**config.mk**
```make
export PLATFORM = sky130hd
export DESIGN_NAME = jlsu_cmd_queue
export DESIGN_NICKNAME = d
export VERILOG_FILES = /design/src/rtl/jlsu_pkg.sv /design/src/rtl/jlsu_cmd_queue.sv
export SDC_FILE = /design/constraint.sdc
export NUM_CORES = 1
export LEC_CHECK = 0
export BUFFER_PORTS_ARGS = -buffer_cell sky130_fd_sc_hd__buf_4
export CAP_MARGIN = 20
export CORE_ASPECT_RATIO = 2
export CORE_MARGIN = 5
export CORE_UTILIZATION = 47
export CTS_CLUSTER_SIZE = 10
export DETAILED_ROUTE_END_ITERATION = 8
export GPL_ROUTABILITY_DRIVEN = 0
export GPL_TIMING_DRIVEN = 0
export PLACE_DENSITY = 0.75
export SETUP_SLACK_MARGIN = 0.15
export SLEW_MARGIN = 40
export SYNTH_ARGS = -nofsm -noshare
export SYNTH_HDL_FRONTEND = slang
export SYNTH_SLANG_ARGS = --single-unit
```
**constraint.sdc**
```tcl
create_clock -name clk -period 4.1 [get_ports clk]
set_input_delay 0.615 -clock clk [delete_from_list [all_inputs] [get_ports clk]]
set_output_delay 0.615 -clock clk [all_outputs]
set_load 0.03 [all_outputs]
```
**src/rtl/jlsu_pkg.sv**
```systemverilog
// Shared types, opcode names, status codes and sizes for the load/store unit.
// No dependencies; the front end, command queue, back end and top level import this package.
`timescale 1ns / 1ps

package jlsu_pkg;

    // Storage sizes
    localparam int STACK_WORDS = 64;
    localparam int LOCAL_WORDS = 256;
    localparam int STACK_AW    = $clog2(STACK_WORDS);
    localparam int COUNT_W     = $clog2(STACK_WORDS + 1);
    localparam int LOCAL_AW    = $clog2(LOCAL_WORDS);
    // width for count + 2 and the clamped stack limit
    localparam int SUM_W       = (COUNT_W > 7 ? COUNT_W : 7) + 1;

    // Command queue between front and back
    localparam int QDEPTH  = 2;
    localparam int QAW     = $clog2(QDEPTH);
    localparam int QCNT_W  = $clog2(QDEPTH + 1);

    // Configuration register indexes
    localparam logic CFG_STACK_LIMIT  = 1'b0;
    localparam logic CFG_LOCALS_LIMIT = 1'b1;

    // Status codes
    localparam logic [2:0] ST_OK     = 3'd0;
    localparam logic [2:0] ST_OVER   = 3'd1;
    localparam logic [2:0] ST_UNDER  = 3'd2;
    localparam logic [2:0] ST_BADIDX = 3'd3;
    localparam logic [2:0] ST_UNSUP  = 3'd4;

    // Opcodes
    localparam logic [7:0] OPC_NO_OP           = 8'h00;
    localparam logic [7:0] OPC_NULL_REF        = 8'h01;
    localparam logic [7:0] OPC_INT_CONST_FIRST = 8'h02;
    localparam logic [7:0] OPC_INT_CONST_LAST  = 8'h08;
    localparam logic [7:0] OPC_LONG_ZERO       = 8'h09;
    localparam logic [7:0] OPC_LONG_ONE        = 8'h0A;
    localparam logic [7:0] OPC_FLT_ZERO        = 8'h0B;
    localparam logic [7:0] OPC_FLT_ONE         = 8'h0C;
    localparam logic [7:0] OPC_FLT_TWO         = 8'h0D;
    localparam logic [7:0] OPC_DBL_ZERO        = 8'h0E;
    localparam logic [7:0] OPC_DBL_ONE         = 8'h0F;
    localparam logic [7:0] OPC_PUSH_BYTE       = 8'h10;
    localparam logic [7:0] OPC_PUSH_SHORT      = 8'h11;
    localparam logic [7:0] OPC_LD_INT          = 8'h15;
    localparam logic [7:0] OPC_LD_LONG         = 8'h16;
    localparam logic [7:0] OPC_LD_DBL          = 8'h18;
    localparam logic [7:0] OPC_LD_REF          = 8'h19;
    localparam logic [7:0] OPC_LD_FIXED_FIRST  = 8'h1A;
    localparam logic [7:0] OPC_LD_FIXED_LAST   = 8'h2D;
    localparam logic [7:0] OPC_ST_INT          = 8'h36;
    localparam logic [7:0] OPC_ST_LONG         = 8'h37;
    localparam logic [7:0] OPC_ST_DBL          = 8'h39;
    localparam logic [7:0] OPC_ST_REF          = 8'h3A;
    localparam logic [7:0] OPC_ST_FIXED_FIRST  = 8'h3B;
    localparam logic [7:0] OPC_ST_FIXED_LAST   = 8'h4E;

    // Constant bit patterns
    localparam logic [31:0] INT_CONST_BIAS = 32'd3;
    localparam logic [31:0] FLOAT_ONE      = 32'h3F80_0000;
    localparam logic [31:0] FLOAT_TWO      = 32'h4000_0000;
    localparam logic [31:0] DOUBLE_ONE     = 32'h3FF0_0000;

    typedef enum logic [1:0] {
        CMD_NONE,
        CMD_PUSH,
        CMD_LOAD,
        CMD_STORE
    } cmd_kind_t;

    // Classified request handed from front to back
    typedef struct packed {
        cmd_kind_t   kind;
        logic        two;      // two-word value
        logic [2:0]  status;   // fault found at decode, else ST_OK
        logic [1:0]  adv;
        logic [7:0]  idx;
        logic [31:0] hi;       // pushed first
        logic [31:0] lo;       // pushed second, ends on top
    } cmd_t;

endpackage

```
**src/rtl/jlsu_cmd_queue.sv**
```systemverilog
// Short command FIFO that decouples decode from execution.
// Depends on jlsu_pkg.
`timescale 1ns / 1ps

module jlsu_cmd_queue (
    input  logic            clk,
    input  logic            rst_n,
    input  logic            push_valid,
    input  jlsu_pkg::cmd_t  push_cmd,
    output logic            push_ready,
    output logic            pop_valid,
    output jlsu_pkg::cmd_t  pop_cmd,
    input  logic            pop
);
    import jlsu_pkg::*;

    cmd_t              slots_reg [QDEPTH];
    logic [QAW-1:0]    wr_ptr_reg;
    logic [QAW-1:0]    wr_ptr_next;
    logic [QAW-1:0]    rd_ptr_reg;
    logic [QAW-1:0]    rd_ptr_next;
    logic [QCNT_W-1:0] fill_reg;
    logic [QCNT_W-1:0] fill_next;
    logic              do_push;
    logic              do_pop;

    assign push_ready = (fill_reg != QCNT_W'(QDEPTH));
    assign pop_valid  = (fill_reg != '0);
    assign pop_cmd    = slots_reg[rd_ptr_reg];
    assign do_push    = push_valid && push_ready;
    assign do_pop     = pop && pop_valid;

    always_comb
    begin
        wr_ptr_next = wr_ptr_reg;
        rd_ptr_next = rd_ptr_reg;
        fill_next   = fill_reg;
        if (do_push)
        begin
            wr_ptr_next = (wr_ptr_reg == QAW'(QDEPTH - 1)) ? '0 : wr_ptr_reg + QAW'(1);
        end
        if (do_pop)
        begin
            rd_ptr_next = (rd_ptr_reg == QAW'(QDEPTH - 1)) ? '0 : rd_ptr_reg + QAW'(1);
        end
        if (do_push && !do_pop)
        begin
            fill_next = fill_reg + QCNT_W'(1);
        end
        else if (do_pop && !do_push)
        begin
            fill_next = fill_reg - QCNT_W'(1);
        end
    end

    always_ff @(posedge clk or negedge rst_n)
    begin
        if (!rst_n)
        begin
            wr_ptr_reg <= '0;
            rd_ptr_reg <= '0;
            fill_reg   <= '0;
        end
        else
        begin
            wr_ptr_reg <= wr_ptr_next;
            rd_ptr_reg <= rd_ptr_next;
            fill_reg   <= fill_next;
        end
    end

    always_ff @(posedge clk)
    begin
        if (do_push)
        begin
            slots_reg[wr_ptr_reg] <= push_cmd;
        end
    end

endmodule

```
# After elaboration in Yosys (flattened, before gate mapping)
# Memories as Yosys holds them, arrays and structs flattened.
# Index checks and enable logic that the tools add are counted.
[word_totals]
output_inout_bits = 82
rom_bits = 0
latchBits = 0
in_bits = 84
elab_cells = 23
regBits = 4
mem_bits_rw = 160
n_memories = 1
[op_classes]
div = 0
addsub = 4
n_eq_ne = 1
n_mux = 6
n_mul = 0
n_lt_le_gt_ge = 0
n_shift = 0
bitwise_logic = 0
n_reduce_logical = 8
[mem_list]
columns = ["name", "depth", "width", "rd", "rd_clocked_by_memory_dff", "wr", "line_no", "source"]
rows = [
  ["slots_reg", 2, 80, 1, 0, 1, "jlsu_cmd_queue.sv:17", "cmd_t slots_reg [QDEPTH];"],
]
[op_table]
columns = ["operator", "count"]
rows = [
  ["logical AND 1 bit", 4],
  ["two-way mux 1 bit", 4],
  ["two-way mux 2 bit", 2],
  ["nonzero test 2 bit", 2],
  ["adder 1 bit, second input constant", 2],
  ["adder 2 x 1 -> 2 bit, second input constant", 1],
  ["logical NOT 1 bit", 2],
  ["!= test 2 bit, second input constant", 1],
  ["subtractor 2 x 1 -> 2 bit, second input constant", 1],
]

# Longest topological paths before layout
# Gate-level depths: netlist of run 1.
[depth]
word_depth = 6
ltp_mapped = 7
depth_no_buf = 7

# Least setup slack after synthesis of run 1
# OpenSTA, ideal clock, no wires.
[synth_path]
path_type = "register to register"
startpoint = "register fill_reg[0]"
endpoint = "memory slots_reg[0][0] (netlist bit), enable pin"
period_less_slack_ns = 4.746
setup_slack_ns = -0.646
path_buffers = 0
arrival_ns = 4.227
path_stages_with_launch = 4
setup_time_ns = 0.519
required_time_ns = 3.581
cell_sequence = "dfrtp_1 > nand2b_1 > nand2_1 > nor2_1"
[synth_between]
elab_chain_cells = 4
[synth_rtl]
columns = ["element", "line_no", "source"]
rows = [
  ["start: declaration", "jlsu_cmd_queue.sv:22", "logic [QCNT_W-1:0] fill_reg;"],
  ["start signal: assignment", "jlsu_cmd_queue.sv:68", "fill_reg <= fill_next;"],
  ["!= test 2 bit", "jlsu_cmd_queue.sv:27", "assign push_ready = (fill_reg != QCNT_W'(QDEPTH));"],
  ["net push_ready", "jlsu_cmd_queue.sv:10", "output logic push_ready,"],
  ["logical AND 1 bit", "jlsu_cmd_queue.sv:30", "assign do_push = push_valid && push_ready;"],
  ["two-way mux 1 bit", "jlsu_cmd_queue.sv:74", "if (do_push)"],
  ["two-way mux 1 bit (not written as such)", "jlsu_cmd_queue.sv:76", "slots_reg[wr_ptr_reg] <= push_cmd;"],
  ["end: declaration", "jlsu_cmd_queue.sv:17", ""],
]
# The timed path passes the listed nets, and every way through them passes these cells.

==> flow_summary.toml, run 1 <==
[synth]
synth-edff-count = 160
ys_async_sr_fraction = 0.0244
postSynthCellCount = 267
yosysWarnings = 0
yosysSeqAreaShare = 0.770
synth_ff_type = "edfxtp_1"
synth.top_cell.area_share = 0.755
syn-mean-instance-area_um2 = 23.8
ys_top_cells_by_count = "edfxtp_1 (160), mux2_4 (79), buf_12 (8)"
synth-seq-cells = 164
synth_area_leaders = "edfxtp_1 (75%), mux2_4 (19%), buf_12 (2.5%)"
synth.cell_area_mm2 = 0.00637
syn_nets = 352
synth_cell_types = 15
yosysTopAreaCell = "edfxtp_1"
synth_most_common_cell = "edfxtp_1"

[critical_path]
crit_chain = "buf_6 -> buf_12 -> mux2_4 -> buf_4"
crit_buf_inv = 3
crit_type = "reg -> out"
r2r_end = "slots_reg[0][22]$_DFFE_PP_"
endpoint_kind = "output pin"
critical_path_arrival_ns = 1.64
critical-path-top-delay-family = "buffers and inverters"
crit_cells = 4
cp_slowest_cell = "dfrtp_1"
cp.required_ns = 3.48
worstPathMaxFanout = 10
reg2reg_slack_ns = 2.14
start_kind = "flop"
crit_path_end = "pop_cmd[40]"
crit_start = "rd_ptr_reg$_DFFE_PN0P_"
r2r_cells = 5
rr_startpoint = "fill_reg[0]$_DFFE_PN0P_"
cpPeakStageDelay_ns = 0.34

[power]
ir_drop_mv = 0.559
pwr_density_cell_mw_per_mm2 = 802
p_total_w = 0.00683
leakage_nw = 3.45

[timing]
timing.final.crit_share = 0.549
fin_crit_ns = 2.25
slew_headroom = 0.669
hold_viol_final = 0
tightest_slew_ns = 0.495
tns_ns = 0
skew_ns = 0.0111
drv_slew = 0
fmax_ghz = 0.444
rsz0062_at_grt = "no"
setup_viol = 0

[drt]
drc = 0
drt-total-wl_mm = 12.3
avgRoutedWirePerCell_um = 19.6
antenna_left = 0
vias_per_cell = 4.90
drt_iter0_drc = 148
dr.pass1.iters = 4
vias = 3065

[global_routing]
antenna_found_initial = 0
grt-ovfl-total = 0
grt_pass1_vias = 3522
grt_max_degree = 38
grt_pass1_wl_mm = 18.7
track_usage = 0.156

[cts]
cts.sinks = 164
root_buffer = "clkbuf_16"
cts_tree = "done"
cts.clk_slew.worst_paths_ns = 0.07
cts_made_buffers = 17
post_cts_resized = 0
clock_path_buffers = 2
cts_max_level = 4
clk_latency_ns = 0.41

[finish]
diodes = 0
postLayoutCoreUtil = 0.637
syn_to_final_growth_pct = 33.8
layout-drive-gt1-share = 0.624
largest_reg_flops = 160
nets = 543
final_cell_area_mm2 = 0.00852

[flow_run]
maxCapViolCount = 0

[min_path]
worst_hold_path_type = "in -> reg"

[die]
rows = 60
io_pins = 166
fp.coreArea_mm2 = 0.0134
start_util = 0.476
fp.dieH_um = 175
die_w_um = 92.3
die_area_mm2 = 0.0161

[place]
postPlaceCellArea_mm2 = 0.00792
portBuffers = 165
dpl.hpwl_mm = 9.10

[run_status]
status = "finished, final reports clean"
==> worst min-delay path by stage <==
stage                     slack, ns  cells past startpoint         start                    endpoint
after floorplan                0.32                      0         rst_n     fill_reg[0]$_DFFE_PN0P_
after global placement         0.41                      1         rst_n      rd_ptr_reg$_DFFE_PN0P_
after detailed placement       0.42                      1         rst_n      rd_ptr_reg$_DFFE_PN0P_
after CTS                      0.37                      1  push_cmd[37]  slots_reg[0][37]$_DFFE_PP_
after global routing           0.36                      1  push_cmd[67]  slots_reg[1][67]$_DFFE_PP_
final                          0.39                      1  push_cmd[15]  slots_reg[0][15]$_DFFE_PP_
==> routing by layer <==
metal / wire length [um] / GRT usage / vias to the layer above
li1: - / - / 1434
met1: 3870 / 0.143 / 1502
met2: 7220 / 0.300 / 106
met3: 742 / 0.0491 / 23
met4: 430 / 0.0738 / 0
met5: 0 / 0 / -
==> power by group <==
part	leakage (nW)	internal [W]	switching [W]
clock network	0.288	0.000866	0.000682
logic	1.63	0.00134	0.00155
registers	1.53	0.00229	0.000107
total	3.45	0.00449	0.00234
==> final cells by class <==
| class | count | area [um^2] |
|---|---|---|
| buffer | 9 | 171 |
| clock buffer | 17 | 425 |
| inverter | 1 | 3.75 |
| multi-input combinational | 93 | 1300 |
| clock inverter | 15 | 163 |
| fill | 944 | 4840 |
| sequential | 164 | 4900 |
| tap | 155 | 194 |
| timing repair buffer | 172 | 1360 |
==> cell usage in the layout (no fill, tap or decap), types with 3 or more instances in the layout <==
cell type  instances
mux2_4            79
clkbuf_16         17
dfrtp_1            4
edfxtp_1         160
inv_6              6
inv_8              3
buf_4            165
buf_12             9
xnor2_1            3
buf_8              4
==> through the flow <==
stage	worst slack, ns	hold slack [ns]	std cells
floorplan	0.693	0.319	267
global placement	-0.151	0.414	587
detailed placement	2.04	0.417	593
CTS	1.81	0.368	626
global route	1.77	0.363	626
finish	1.85	0.387	626
==> cell families after synthesis <==
| family | synth area share |
|---|---|
| xor gates and xnor gates | 0.00688 |
| buffers and inverters | 0.0275 |
| DFF | 0.770 |
| muxes | 0.188 |
| adders and majority gates | 0.00196 |
| and+or+nand+nor | 0.00531 |
==> what timing repair did <==
item	4_1_cts	5_1_grt
buffers inserted	0	0
hold buffers	1	0
hold endpoints to repair	4	0
(Power assumes the default switching activity.)
==> run 2, diff against run 1 <==
--- a/config.mk
+++ b/config.mk
@@ -9,12 +9,12 @@
 export CAP_MARGIN = 20
 export CORE_ASPECT_RATIO = 2
 export CORE_MARGIN = 5
-export CORE_UTILIZATION = 47
+export CORE_UTILIZATION = 50
 export CTS_CLUSTER_SIZE = 10
 export DETAILED_ROUTE_END_ITERATION = 8
 export GPL_ROUTABILITY_DRIVEN = 0
 export GPL_TIMING_DRIVEN = 0
-export PLACE_DENSITY = 0.75
+export PLACE_DENSITY = 0.76
 export SETUP_SLACK_MARGIN = 0.15
 export SLEW_MARGIN = 40
 export SYNTH_ARGS = -nofsm -noshare
==> constraint.sdc (replaced) <==
create_clock -name clk -period 2.3 [get_ports clk]
set_input_delay 0.345 -clock clk [delete_from_list [all_inputs] [get_ports clk]]
set_output_delay 0.345 -clock clk [all_outputs]
set_load 0.03 [all_outputs]
==> run 2 against run 1 <==
Effect of this change: routed wire length down 3.3%; utilization grew 4.5 points; first-iteration DRC count grew 18%; critical path depth stayed put.
==> flow_summary.toml, run 2 (synthesized netlist as in run 1, its figures left out) <==
[drt]
vias_per_cell = 4.93
vias = 3068
drc = 0
antenna_left = 0
avgRoutedWirePerCell_um = 19.1
drt_iter0_drc = 174
drt-total-wl_mm = 11.9
dr.pass1.iters = 4

[power]
ir_drop_mv = 1.38
combPwrFrac = 0.424
p_switching_w = 0.00403
pwr_density_cell_mw_per_mm2 = 1430
p_total_w = 0.0123
leakage_nw = 3.46
seqPwrFrac = 0.349
swShare = 0.328
clkPwrFrac = 0.227
cellInternalPower_w = 0.00823

[place]
dpl.hpwl_mm = 8.90
post-place-ws_ns = 0.412
portBuffers = 165

[critical_path]
worstPathMaxFanout = 10
cp.required_ns = 1.96
crit_type = "reg -> out"
start_kind = "flop"
critical_path_arrival_ns = 1.64
endpoint_kind = "output pin"

[die]
fp.coreArea_mm2 = 0.0126
rows = 58
die_w_um = 89.8
start_util = 0.507
io_pins = 166
fp.dieH_um = 170
die_area_mm2 = 0.0152

[cts]
cts.sinks = 164
root_buffer = "clkbuf_16"
cts_made_buffers = 17
clock_path_buffers = 2
cts_tree = "done"
cts_max_level = 4
clk_latency_ns = 0.41
cts.clk_slew.worst_paths_ns = 0.07

[timing]
fmax_ghz = 0.504
skew_ns = 0.00971
drv_slew = 0
rsz0062_at_grt = "no"
setup_ws_ns = 0.317
fin_crit_ns = 1.98
slew_headroom = 0.745
tightest_slew_ns = 0.382
timing.final.crit_share = 0.862
setup_viol = 0
hold_viol_final = 0

[finish]
final_common_cell = "buf_4"
layout-drive-gt1-share = 0.623
nets = 544
final_cell_mix = "buf_4 (165), edfxtp_1 (160), mux2_4 (79), clkbuf_16 (17), buf_12 (10)"
syn_to_final_growth_pct = 34.5
largest_reg_flops = 160
diodes = 0

[global_routing]
grtUsageMet3 = 0.0492
grt_max_degree = 33
busiest_layer = "met2"
use_met1 = 0.140
track_usage = 0.154
grt_pass1_vias = 3425
grt-ovfl-total = 0
grt_pass1_wl_mm = 17.9
antenna_found_initial = 0
grt_use_met2 = 0.307

[run_status]
status = "finished, final reports clean"

[min_path]
worst_hold_path_type = "in -> reg"

[flow_run]
maxCapViolCount = 0
-- run 2: final timing paths --
path                                         start                          to  slack [ns]  cells after the start
max reg2reg                fill_reg[0]$_DFFE_PN0P_  slots_reg[0][28]$_DFFE_PP_        0.41                      6
max                         rd_ptr_reg$_DFFE_PN0P_                 pop_cmd[47]        0.32                      4
min                                   push_cmd[34]  slots_reg[1][34]$_DFFE_PP_        0.12                      1
min in group asynchronous                    rst_n     fill_reg[1]$_DFFE_PN0P_        0.26                      2
min reg2reg                fill_reg[1]$_DFFE_PN0P_     fill_reg[1]$_DFFE_PN0P_        0.55                      1
max in group asynchronous                    rst_n      rd_ptr_reg$_DFFE_PN0P_        1.93                      2
-- run 2: area by class of cell --
type                       instances  area (um^2)
buffer                             9          171
timing repair buffer             173         1390
clock buffer                      20          437
fill                             826         3990
sequential                       164         4900
clock inverter                    12          158
inverter                           1         3.75
multi-input combinational         93         1320
tap                              150          188
-- run 2: metrics by stage --
stage                util  cells  instance area, um^2  setup TNS [ns]  hold slack, ns
floorplan               -    267                 6390               0          0.0494
global placement    0.623    582                 7820          -53.29           0.146
detailed placement  0.634    589                 7960               0           0.148
CTS                 0.682    622                 8570               0          0.0975
global route        0.682    622                 8570               0          0.0927
finish              0.682    622                 8570               0           0.116
-- run 2: what timing repair did --
item | 4_1_cts | 5_1_grt
setup buffers | 0 | 0
gates resized for setup | 0 | 0
endpoints found under the hold margin | 4 | 0
setup endpoints to repair | 0 | 0
hold buffers | 1 | 0
-- run 2: routing by layer --
layer / wire length (um) / part of all wire
met5: 0 / 0
met4: 134 / 0.011
met3: 756 / 0.064
met2: 7300 / 0.62
met1: 3670 / 0.31
-- run 2: power by group through the flow --
| stage | logic, W | clock network, W | registers (W) |
|---|---|---|---|
| after floorplan | 0.00361 | 0 | 0.00430 |
| after global placement | 0.00502 | 0 | 0.00433 |
| after detailed placement | 0.00527 | 0 | 0.00434 |
| after CTS | 0.00528 | 0.00285 | 0.00428 |
| after global routing | 0.00543 | 0.00300 | 0.00433 |
| final | 0.00520 | 0.00278 | 0.00427 |
-- run 2: worst max-delay path, stage by stage, from the launching register on --
cell,delay [ns]
dfrtp_1,0.34
buf_6,0.22
buf_12,0.18
mux2_4,0.32
buf_4,0.17
