### src/rtl/jlsu_pkg.sv
// Shared types, opcode names, status codes and sizes for the load/store unit.
// No dependencies; the front end, command queue, back end and top level import this package.
`timescale 1ns / 1ps

package jlsu_pkg;

    // Storage sizes
    localparam int STACK_WORDS = 64;
    localparam int LOCAL_WORDS = 256;
    localparam int STACK_AW    = $clog2(STACK_WORDS);
    localparam int COUNT_W     = $clog2(STACK_WORDS + 1);
    localparam int LOCAL_AW    = $clog2(LOCAL_WORDS);
    // width for count + 2 and the clamped stack limit
    localparam int SUM_W       = (COUNT_W > 7 ? COUNT_W : 7) + 1;

    // Command queue between front and back
    localparam int QDEPTH  = 2;
    localparam int QAW     = $clog2(QDEPTH);
    localparam int QCNT_W  = $clog2(QDEPTH + 1);

    // Configuration register indexes
    localparam logic CFG_STACK_LIMIT  = 1'b0;
    localparam logic CFG_LOCALS_LIMIT = 1'b1;

    // Status codes
    localparam logic [2:0] ST_OK     = 3'd0;
    localparam logic [2:0] ST_OVER   = 3'd1;
    localparam logic [2:0] ST_UNDER  = 3'd2;
    localparam logic [2:0] ST_BADIDX = 3'd3;
    localparam logic [2:0] ST_UNSUP  = 3'd4;

    // Opcodes
    localparam logic [7:0] OPC_NO_OP           = 8'h00;
    localparam logic [7:0] OPC_NULL_REF        = 8'h01;
    localparam logic [7:0] OPC_INT_CONST_FIRST = 8'h02;
    localparam logic [7:0] OPC_INT_CONST_LAST  = 8'h08;
    localparam logic [7:0] OPC_LONG_ZERO       = 8'h09;
    localparam logic [7:0] OPC_LONG_ONE        = 8'h0A;
    localparam logic [7:0] OPC_FLT_ZERO        = 8'h0B;
    localparam logic [7:0] OPC_FLT_ONE         = 8'h0C;
    localparam logic [7:0] OPC_FLT_TWO         = 8'h0D;
    localparam logic [7:0] OPC_DBL_ZERO        = 8'h0E;
    localparam logic [7:0] OPC_DBL_ONE         = 8'h0F;
    localparam logic [7:0] OPC_PUSH_BYTE       = 8'h10;
    localparam logic [7:0] OPC_PUSH_SHORT      = 8'h11;
    localparam logic [7:0] OPC_LD_INT          = 8'h15;
    localparam logic [7:0] OPC_LD_LONG         = 8'h16;
    localparam logic [7:0] OPC_LD_DBL          = 8'h18;
    localparam logic [7:0] OPC_LD_REF          = 8'h19;
    localparam logic [7:0] OPC_LD_FIXED_FIRST  = 8'h1A;
    localparam logic [7:0] OPC_LD_FIXED_LAST   = 8'h2D;
    localparam logic [7:0] OPC_ST_INT          = 8'h36;
    localparam logic [7:0] OPC_ST_LONG         = 8'h37;
    localparam logic [7:0] OPC_ST_DBL          = 8'h39;
    localparam logic [7:0] OPC_ST_REF          = 8'h3A;
    localparam logic [7:0] OPC_ST_FIXED_FIRST  = 8'h3B;
    localparam logic [7:0] OPC_ST_FIXED_LAST   = 8'h4E;

    // Constant bit patterns
    localparam logic [31:0] INT_CONST_BIAS = 32'd3;
    localparam logic [31:0] FLOAT_ONE      = 32'h3F80_0000;
    localparam logic [31:0] FLOAT_TWO      = 32'h4000_0000;
    localparam logic [31:0] DOUBLE_ONE     = 32'h3FF0_0000;

    typedef enum logic [1:0] {
        CMD_NONE,
        CMD_PUSH,
        CMD_LOAD,
        CMD_STORE
    } cmd_kind_t;

    // Classified request handed from front to back
    typedef struct packed {
        cmd_kind_t   kind;
        logic        two;      // two-word value
        logic [2:0]  status;   // fault found at decode, else ST_OK
        logic [1:0]  adv;
        logic [7:0]  idx;
        logic [31:0] hi;       // pushed first
        logic [31:0] lo;       // pushed second, ends on top
    } cmd_t;

endpackage

### src/rtl/jlsu_req_if.sv
// Request channel: opcode byte and the two following code bytes.
// Depends on nothing.
`timescale 1ns / 1ps

interface jlsu_req_if;
    logic        valid;
    logic        ready;
    logic [7:0]  operation;
    logic [15:0] operand_bytes;

    modport source (output valid, output operation, output operand_bytes, input ready);
    modport sink (input valid, input operation, input operand_bytes, output ready);
endinterface

### src/rtl/jlsu_front.sv
// Front end: accepts requests and decodes each opcode into a command.
// Depends on jlsu_pkg and jlsu_req_if.
`timescale 1ns / 1ps

module jlsu_front (
    jlsu_req_if.sink        req,
    input  logic [8:0]      locals_limit,
    output logic            push_valid,
    output jlsu_pkg::cmd_t  push_cmd,
    input  logic            push_ready
);
    import jlsu_pkg::*;

    logic [7:0]  op;
    logic [15:0] ob;
    logic [7:0]  b0;
    logic [7:0]  t_ld;
    logic [7:0]  t_st;
    logic [8:0]  loc_cap;
    logic [9:0]  idx_end;
    cmd_t        cmd;

    assign op = req.operation;
    assign ob = req.operand_bytes;
    assign b0 = ob[15:8];
    assign t_ld = op - OPC_LD_FIXED_FIRST;
    assign t_st = op - OPC_ST_FIXED_FIRST;
    assign loc_cap = (locals_limit > 9'(LOCAL_WORDS)) ? 9'(LOCAL_WORDS) : locals_limit;

    always_comb
    begin
        cmd.kind   = CMD_NONE;
        cmd.two    = 1'b0;
        cmd.status = ST_OK;
        cmd.adv    = 2'd0;
        cmd.idx    = b0;
        cmd.hi     = 32'd0;
        cmd.lo     = 32'd0;
        if (op == OPC_NO_OP)
        begin
            cmd.kind = CMD_NONE;
        end
        else if (op == OPC_NULL_REF)
        begin
            cmd.kind = CMD_PUSH;
        end
        else if (op >= OPC_INT_CONST_FIRST && op <= OPC_INT_CONST_LAST)
        begin
            cmd.kind = CMD_PUSH;
            cmd.hi   = 32'(op) - INT_CONST_BIAS;   // minus one wraps to all ones
        end
        else if (op == OPC_LONG_ZERO || op == OPC_LONG_ONE)
        begin
            cmd.kind = CMD_PUSH;
            cmd.two  = 1'b1;
            cmd.lo   = {31'd0, op == OPC_LONG_ONE};
        end
        else if (op >= OPC_FLT_ZERO && op <= OPC_FLT_TWO)
        begin
            cmd.kind = CMD_PUSH;
            cmd.hi   = (op == OPC_FLT_ONE) ? FLOAT_ONE :
                       (op == OPC_FLT_TWO) ? FLOAT_TWO : 32'd0;
        end
        else if (op == OPC_DBL_ZERO || op == OPC_DBL_ONE)
        begin
            cmd.kind = CMD_PUSH;
            cmd.two  = 1'b1;
            cmd.hi   = (op == OPC_DBL_ONE) ? DOUBLE_ONE : 32'd0;
        end
        else if (op == OPC_PUSH_BYTE)
        begin
            cmd.kind = CMD_PUSH;
            cmd.adv  = 2'd1;
            cmd.hi   = {{24{b0[7]}}, b0};
        end
        else if (op == OPC_PUSH_SHORT)
        begin
            cmd.kind = CMD_PUSH;
            cmd.adv  = 2'd2;
            cmd.hi   = {{16{ob[15]}}, ob};
        end
        else if (op >= OPC_LD_INT && op <= OPC_LD_REF)
        begin
            cmd.kind = CMD_LOAD;
            cmd.adv  = 2'd1;
            cmd.two  = (op == OPC_LD_LONG) || (op == OPC_LD_DBL);
        end
        else if (op >= OPC_LD_FIXED_FIRST && op <= OPC_LD_FIXED_LAST)
        begin
            // kinds in order i, l, f, d, a: odd kinds are two-word
            cmd.kind = CMD_LOAD;
            cmd.two  = t_ld[2];
            cmd.idx  = {6'd0, t_ld[1:0]};
        end
        else if (op >= OPC_ST_INT && op <= OPC_ST_REF)
        begin
            cmd.kind = CMD_STORE;
            cmd.adv  = 2'd1;
            cmd.two  = (op == OPC_ST_LONG) || (op == OPC_ST_DBL);
        end
        else if (op >= OPC_ST_FIXED_FIRST && op <= OPC_ST_FIXED_LAST)
        begin
            cmd.kind = CMD_STORE;
            cmd.two  = t_st[2];
            cmd.idx  = {6'd0, t_st[1:0]};
        end
        else
        begin
            cmd.status = ST_UNSUP;
        end

        idx_end = 10'(cmd.idx) + (cmd.two ? 10'd2 : 10'd1);
        if ((cmd.kind == CMD_LOAD || cmd.kind == CMD_STORE) && idx_end > 10'(loc_cap))
        begin
            cmd.status = ST_BADIDX;
        end
    end

    assign push_valid = req.valid;
    assign push_cmd   = cmd;
    assign req.ready  = push_ready;

endmodule

### src/flat_wrapper.sv
// flat-port wrapper written by rule: the top's interface ports become plain ports
module jlsu_front_flat import jlsu_pkg::*;
  (locals_limit, push_valid, push_cmd, push_ready, req_valid, req_operation, req_operand_bytes, req_ready);
  jlsu_req_if req_i ();
  input  logic [8:0] locals_limit;
  output logic push_valid;
  output jlsu_pkg::cmd_t push_cmd;
  input  logic push_ready;
  input wire logic [$bits(req_i.valid)-1:0] req_valid;
  input wire logic [$bits(req_i.operation)-1:0] req_operation;
  input wire logic [$bits(req_i.operand_bytes)-1:0] req_operand_bytes;
  output wire logic [$bits(req_i.ready)-1:0] req_ready;
  assign req_i.valid = req_valid;
  assign req_i.operation = req_operation;
  assign req_i.operand_bytes = req_operand_bytes;
  assign req_ready = req_i.ready;
  jlsu_front u_core (.req(req_i), .locals_limit(locals_limit), .push_valid(push_valid), .push_cmd(push_cmd), .push_ready(push_ready));
endmodule
### config.mk
export PLATFORM = sky130hd
export DESIGN_NAME = jlsu_front_flat
export DESIGN_NICKNAME = d
export VERILOG_FILES = /design/src/rtl/jlsu_pkg.sv /design/src/rtl/jlsu_req_if.sv /design/src/rtl/jlsu_front.sv /design/src/flat_wrapper.sv
export SDC_FILE = /design/constraint.sdc
export NUM_CORES = 1
export LEC_CHECK = 0
export ABC_AREA = 0
export BUFFER_PORTS_ARGS = -buffer_cell sky130_fd_sc_hd__buf_2
export CAP_MARGIN = 20
export CORE_UTILIZATION = 50
export DETAILED_ROUTE_END_ITERATION = 12
export PLACE_DENSITY_LB_ADDON = 0.2
export SYNTH_ARGS = -nofsm -noshare
export SYNTH_HDL_FRONTEND = slang
export SYNTH_SLANG_ARGS = --single-unit
export TNS_END_PERCENT = 50
### constraint.sdc
create_clock -name vclk -period 12.41
set_clock_uncertainty 0.2 [all_clocks]
set_input_delay 1.241 -clock vclk [all_inputs]
set_output_delay 1.241 -clock vclk [all_outputs]
set_load 0.01 [all_outputs]
## Yosys cells after proc, flatten, opt, wreduce, memory -nomap -nowiden

Cells that the tools add are included.

| word-level totals | value |
|---|---|
| flip-flop bits (word level) | 0 |

| cells by class | value |
|---|---|
| $add $sub $neg | 4 |
| $lt $le $gt $ge | 14 |
| eq/ne operators | 15 |
| multiplexer cells | 70 |
| reductions and logical operators | 13 |

Operator list:

| cell | number |
|---|---|
| $mux 32 | 6 |
| $mux 78 | 2 |
| $mux 3 | 18 |
| $mux 5 | 10 |
| $eq 8x4->1 const B | 6 |
| $mux 8 | 6 |
| $mux 45 | 1 |
| $eq 8x5->1 const B | 4 |
| $mux 4 | 8 |
| $mux 31 | 1 |
| $mux 30 | 1 |
| $mux 14 | 2 |
| $mux 2 | 10 |
| $eq 8x6->1 const B | 2 |
| $ge 8x5->1 const B | 2 |
| $ge 8x6->1 const B | 2 |
| $le 8x4->1 const B | 2 |
| $le 8x6->1 const B | 2 |
| $mux 13 | 1 |
| $add 8x10->10 | 1 |
| $gt 10x9->1 | 1 |
| $gt 9x9->1 const B | 1 |
| $mux 9 | 1 |
| $sub 8x2->9 const B | 1 |
| 11 further kinds | 25 |

## Longest topological paths before layout

Gate-level depths: netlist of the first run.

| logic depth | value |
|---|---|
| word-level depth | 34 |
| mapped depth | 21 |
| mapped depth without buffers | 18 |

## Worst setup path after synthesis of the first run

OpenSTA, ideal clock, no wires.

| path | value |
|---|---|
| kind | input to output |
| start point | in req_operation[0] |
| end point | out push_cmd[75] (netlist name) |
| arrival | 5.187 ns |
| data required time | 10.969 ns |
| path slack | 5.782 ns |
| stages on the path | 19 |
| buffers on the path | 1 |
| path through | inv_1 ha_1 and4bb_2 nor3b_1 o21a_1 a21boi_0 a311oi_1 ha_1 a21o_1 nand2_1 xor2_1 nor2_1 ha_1 a21o_1 a21oi_1 o221ai_1 a221o_1 o211a_1 buf_4 |

RTL lines:

| what | line | text |
|---|---|---|
| start: declaration | flat_wrapper.sv:10 | `input wire logic [$bits(req_i.operation)-1:0] req_operation;` |
| end: declaration | flat_wrapper.sv:7 | `output jlsu_pkg::cmd_t push_cmd;` |

==> flow_summary.toml, run 1 <==
[cells_and_area]
fillers = 370
syn2layout_area_growth_pct = 7.497
n_sequential_cell = 0
seq_area_um2 = 0
nClkBuffers = 0
nets = 379
drive_gt1_share_pct = 30.96
antenna_cells = 0
postLayoutCoreUtil_pct = 56.97
multi_input_area_um2 = 1602

[timing]
fin_crit_ns = 7.360
slew_headroom_pct = 52.62
tightest_slew_ns = 0.7008
holdWs_ns = 2.282
setup_tns_ns = 0
grt_setup_unrepaired = "false"
setup_viol = 0
layout_setup_ws_ns = 5.050
report.final.slew_viol_count = 0
clock.fmax_ghz = 0.1359
hold_viol = 0
fin_crit_sh_pct = 59.31

[floorplan]
fp.dieW_um = 64.76
core_um2 = 3716
rows = 22
ios = 117
initial_core_util_pct = 53.00
die_y_um = 64.76
dieArea_um2 = 4194

[grt]
first_global_vias = 1716
grt_max_degree = 22
grt_overflow_total = 0
grt_usage_pct = 23.48
grt_pass1_wl_mm = 8.093
antenna_found_initial = 0

[worst_setup_path]
worstSetupPathType = "input pin to output pin"
cp_max_fo = 12
required_ns = 10.97
worstPathArrival_ns = 5.92
startpoint_type = "input pin"
critPathCaptureType = "output pin"

[power_and_ir_drop]
power_mw = 0.06713
seq_power_share_pct = 0
p_comb_share_pct = 100.0
max-vdd-ir-drop_mv = 0.01350
p_int_mw = 0.02616
clock_power_share_pct = 0
switching_share_pct = 61.03
p_sw_mw = 0.04097
leakage_nw = 1.098
cellPowerDensity_nw_per_um2 = 31.71

[routing]
drtIter0Drc = 160
route.detailed.drc = 0
vias = 2115
routed_wl_mm = 5.099
drt.antenna.violating_nets = 0
routedWlPerCell_um = 13.74
viasPerCell = 5.701
dr.pass1.iters = 5

[logic_synthesis]
synth_cells = 272
synthesis.yosys.warnings = 0
yosysSeqAreaShare_pct = 0
ys_types = 68
synth.avg_cell_area_um2 = 7.240
syn_area_um2 = 1969

[cts]
holdBufCountCts = 0
post_cts_buffers = 0
post_cts_resized = 0

[placed_design]
place_ws_ns = 5.156
place_hpwl_mm = 4.115
io_buffer_count = 82
place.gp.congestion = 0.9602

[job]
drv_cap = 0

[status]
status = "finished, final reports clean"

[worst_hold_path]
min_path_type = "input pin to output pin"
-- cells in the mapped netlist (2+ instances only) --
cell / n / area [um2]
inv_1: 10 / 37.54
ha_1: 18 / 225.2
nor4b_1: 2 / 17.52
nand3_1: 7 / 35.03
o211ai_1: 3 / 22.52
nand2_1: 16 / 60.06
a21oi_1: 13 / 65.06
or4_4: 2 / 22.52
or4b_4: 2 / 27.53
a222oi_1: 4 / 40.04
nand4b_1: 2 / 17.52
nor2b_1: 11 / 68.82
a21o_1: 4 / 30.03
and3_1: 4 / 25.02
clkbuf_1: 3 / 11.26
o221ai_1: 2 / 17.52
nor3_1: 4 / 20.02
nand4_1: 2 / 12.51
a22oi_1: 5 / 37.54
o21a_1: 15 / 112.6
nor3b_1: 3 / 22.52
o21ai_0: 13 / 65.06
buf_2: 6 / 30.03
xor2_1: 7 / 61.31
a311oi_1: 3 / 26.28
o31ai_1: 2 / 15.01
buf_4: 49 / 367.9
nor2_1: 17 / 63.81
nand2b_1: 3 / 18.77
buf_6: 2 / 22.52
-- cells in the final DEF (no fill, tap or decap), types with 5 or more instances in the layout --
| cell | instances |
|---|---|
| o21a_1 | 15 |
| conb_1 | 31 |
| a22oi_1 | 5 |
| xor2_1 | 7 |
| buf_2 | 82 |
| nor2_1 | 17 |
| nor2b_1 | 11 |
| inv_1 | 10 |
| ha_1 | 18 |
| nand3_1 | 7 |
| nand2_1 | 16 |
| o21ai_0 | 13 |
| a21oi_1 | 13 |
-- cell type report --
type / count / area share (%)
tap: 48 / 2.837
inverter: 12 / 2.128
timing repair buffer: 82 / 19.39
multi-input combinational: 229 / 75.65
-- per-stage QoR --
| step | cells | area [um2] |
|---|---|---|
| finish | 371 | 2117 |
| global route | 371 | 2117 |
| CTS | 371 | 2117 |
| detailed placement | 371 | 2117 |
| global placement | 371 | 2117 |
| floorplan | 302 | 2082 |
-- cells by family (layout without fill, tap and decap cells) --
kind of cell               after synthesis  after routing  synth area share (%)
and+or+nand+nor                         86             86                 26.62
adders and majority gates               19             19                 12.45
muxes                                    1              1                0.5718
other                                    1             31                0.1904
buffers and inverters                   73             94                 24.40
xor gates and xnor gates                 8              8                 3.558
AOI/OAI and AO/OA                       84             84                 32.21
-- critical path: stages --
cell and delay, ns:
buf_2 0.16, inv_1 0.13, ha_1 0.43, and4bb_2 0.30
nor3b_1 0.32, o21a_1 0.27, a21boi_0 0.20, a311o_1 0.40
ha_1 0.21, fa_1 0.48, nor2b_1 0.18, a311oi_1 0.21
o211ai_1 0.13, ha_1 0.21, a21o_1 0.18, a21oi_1 0.16
o221ai_1 0.13, a221o_1 0.31, o211a_1 0.13, buf_2 0.13
-- power by group through the flow --
stage | logic (mW) | clock network, mW | registers, mW
2_1_floorplan | 0.0543 | 0 | 0
5_1_grt | 0.0750 | 0 | 0
3_3_place_gp | 0.0654 | 0 | 0
4_1_cts | 0.0664 | 0 | 0
3_5_place_dp | 0.0662 | 0 | 0
6_report | 0.0671 | 0 | 0
-- layer usage --
layer	vias up	part of all wire (%)	routed length, um	global-route usage, %
met5	-	0	0	0
met4	0	0.27	14	1.389
met3	2	8.0	408	0.7042
met2	130	46	2321	40.76
met1	961	46	2353	33.19
li1	1022	-	-	-
-- worst paths after layout --
path / cells after the start / slack [ns] / start / end
setup / recovery: 20 / 5.05 / req_operation[1] / push_cmd[74]
hold / removal: 0 / 2.28 / push_ready / req_ready
Note: power is estimated with default switching activity, not from simulation.
==> inputs of run 2 (changes only) <==
Settings changed: ABC_AREA 0 to 1, CORE_UTILIZATION 50 to 43.
Clock period 12.41 ns to 5.99 ns, I/O delays scaled along.
==> run 2 against run 1 <==
Non-clock buffer count did not move. Wire length increased by 13%. First-iteration DRC count decreased by 11%. Area after synthesis rose by 6.1%. Critical path depth up 1. Combinational power up 140%.
==> flow_summary.toml, run 2 <==
[status]
status = "finished, final reports clean"

[power_and_ir_drop]
cellPowerDensity_nw_per_um2 = 71.01
max-vdd-ir-drop_mv = 0.03359
leakage_nw = 1.435

[routing]
routedWlPerCell_um = 12.29
route.detailed.drc = 0
drt.antenna.violating_nets = 0
vias = 2328
routed_wl_mm = 5.762
dr.pass1.iters = 4
drtIter0Drc = 142
viasPerCell = 4.964

[cells_and_area]
nClkBuffers = 0
seq_area_um2 = 0
antenna_cells = 0
layout_common_cells = "82 x buf_2, 80 x nand2_1, 45 x inv_1"
n_sequential_cell = 0
syn2layout_area_growth_pct = 9.222
fillers = 493
nets = 473
final_common_cell = "buf_2"
drive_gt1_share_pct = 28.30

[floorplan]
core_um2 = 4504
ios = 117
die_y_um = 71.71
fp.dieW_um = 71.71
rows = 24
initial_core_util_pct = 46.39
dieArea_um2 = 5142

[cts]
post_cts_buffers = 0
holdBufCountCts = 0
post_cts_resized = 0

[worst_setup_path]
worstSetupPathType = "input pin to output pin"
required_ns = 5.19
startpoint_type = "input pin"
cp_max_fo = 18
worstPathArrival_ns = 4.66
critPathCaptureType = "output pin"

[logic_synthesis]
synth_cells = 357
yosysSeqAreaShare_pct = 0
synthAdderAreaFrac_pct = 11.74
synth-simple-area-share_pct = 40.48
synth_compound_area_share_pct = 15.15
synth_top_family_by_area = "simple AND/OR/NAND/NOR gates"
synthesis.yosys.warnings = 0
syn_area_um2 = 2090
synth_top_area_share_pct = 16.89
muxShareOfSynthArea_pct = 1.198
synthTopCellsByArea = "buf_4 17%, nand2_1 14%, ha_1 11%"
synth_xor_area_share_pct = 3.353
synth_commonest_cells = "80 x nand2_1, 47 x buf_4, 45 x inv_1, 35 x nor2_1"
ys_types = 47
synth.avg_cell_area_um2 = 5.853
yosysMostFrequentCell = "nand2_1"
yosys.area.top_type = "buf_4"

[placed_design]
place.gp.congestion = 0.9204
io_buffer_count = 82
place_hpwl_mm = 4.907

[grt]
antenna_found_initial = 0
grt_overflow_total = 0
grt_max_degree = 20
grt_pass1_wl_mm = 9.370
grt_usage_pct = 21.85
first_global_vias = 2000

[worst_hold_path]
hold_path_depth = 0
min_path_type = "input pin to output pin"
min_from = "req_valid"
hold_end = "push_valid"

[timing]
holdWs_ns = 0.9980
hold_viol = 0
report.final.slew_viol_count = 0
slew_headroom_pct = 57.29
fin_crit_sh_pct = 91.17
grt_setup_unrepaired = "false"
clock.fmax_ghz = 0.1831
tightest_slew_ns = 0.6399
setup_viol = 0
setup_tns_ns = 0
fin_crit_ns = 5.461

[job]
drv_cap = 0
run 2: changes by cell type after synthesis, moves of 9 or more:
cell | previous run | this run
inv_1 | 10 | 45
nor2b_1 | 11 | 0
o21a_1 | 15 | 1
nand3_1 | 7 | 18
nand2_2 | 0 | 9
nand2_1 | 16 | 80
nor2_1 | 17 | 35
run 2: how the worst max path moves through the flow:
| stage | slack [ns] | endpoint | depth (start not counted) | startpoint |
|---|---|---|---|---|
| after global routing | 0.24 | push_cmd[74] | 21 | req_operation[0] |
| after floorplan | 1.17 | push_cmd[75] | 25 | req_operation[2] |
| final | 0.53 | push_cmd[74] | 21 | req_operation[0] |
| after CTS | 0.56 | push_cmd[74] | 21 | req_operation[0] |
| after global placement | 0.66 | push_cmd[75] | 21 | req_operation[0] |
| after detailed placement | 0.58 | push_cmd[74] | 21 | req_operation[0] |
run 2: where the power goes:
| part | internal (mW) | leakage, nW | total [mW] | switching, mW |
|---|---|---|---|---|
| clock network | 0 | 0 | 0 | 0 |
| logic | 0.0587 | 1.44 | 0.162 | 0.103 |
| registers | 0 | 0 | 0 | 0 |
| total | 0.0587 | 1.44 | 0.162 | 0.103 |
run 2: final cells by class:
cell class / instances / area, um2 / share of cell area [%]
inverters: 50 / 187.7 / 8.224
multi-input cells: 285 / 1619 / 70.94
well taps: 52 / 65.06 / 2.851
repair buffers: 82 / 410.4 / 17.98
run 2: cell families after synthesis:
kind of cell / count (synthesis)
AO/OA/AOI/OAI: 52
XOR/XNOR: 8
adder cells (fa/ha/maj): 19
buffers and inverters: 102
multiplexers: 2
other: 1
AND/OR/NAND/NOR: 173
run 2: metal layers:
layer / routed length (um) / global-route usage (%) / part of all wire (%)
met1: 2752 / 32.43 / 48
met2: 2500 / 35.43 / 43
met3: 480 / 2.250 / 8.3
met4: 28 / 1.307 / 0.49
met5: 0 / 0 / 0
run 2: critical path, cell delays in order:
cell      delay, ns
buf_2          0.18
inv_1          0.15
ha_1           0.28
a21oi_1        0.16
nor2_1         0.06
nand2_2        0.25
nand2_1        0.13
nor2_1         0.14
nand3_2        0.27
mux2_4         0.40
ha_1           0.23
fa_1           0.45
nand4_4        0.14
nor2_2         0.05
xor2_1         0.14
ha_1           0.28
and3_1         0.16
nand4_1        0.10
o211ai_1       0.17
and3_1         0.19
buf_2          0.13
run 2: through the flow:
| step | std cells | setup slack, ns | utilization [%] | power, mW | instance area (um2) |
|---|---|---|---|---|---|
| 2_1_floorplan | 387 | 1.169 | - | 0.1277 | 2202 |
| 3_3_place_gp | 469 | 0.6629 | 50.67 | 0.1602 | 2282 |
| 3_5_place_dp | 469 | 0.5788 | 50.67 | 0.1603 | 2282 |
| 4_1_cts | 469 | 0.5643 | 50.67 | 0.1613 | 2282 |
| 5_1_grt | 469 | 0.2436 | 50.67 | 0.1838 | 2282 |
| 6_report | 469 | 0.5287 | 50.67 | 0.1621 | 2282 |
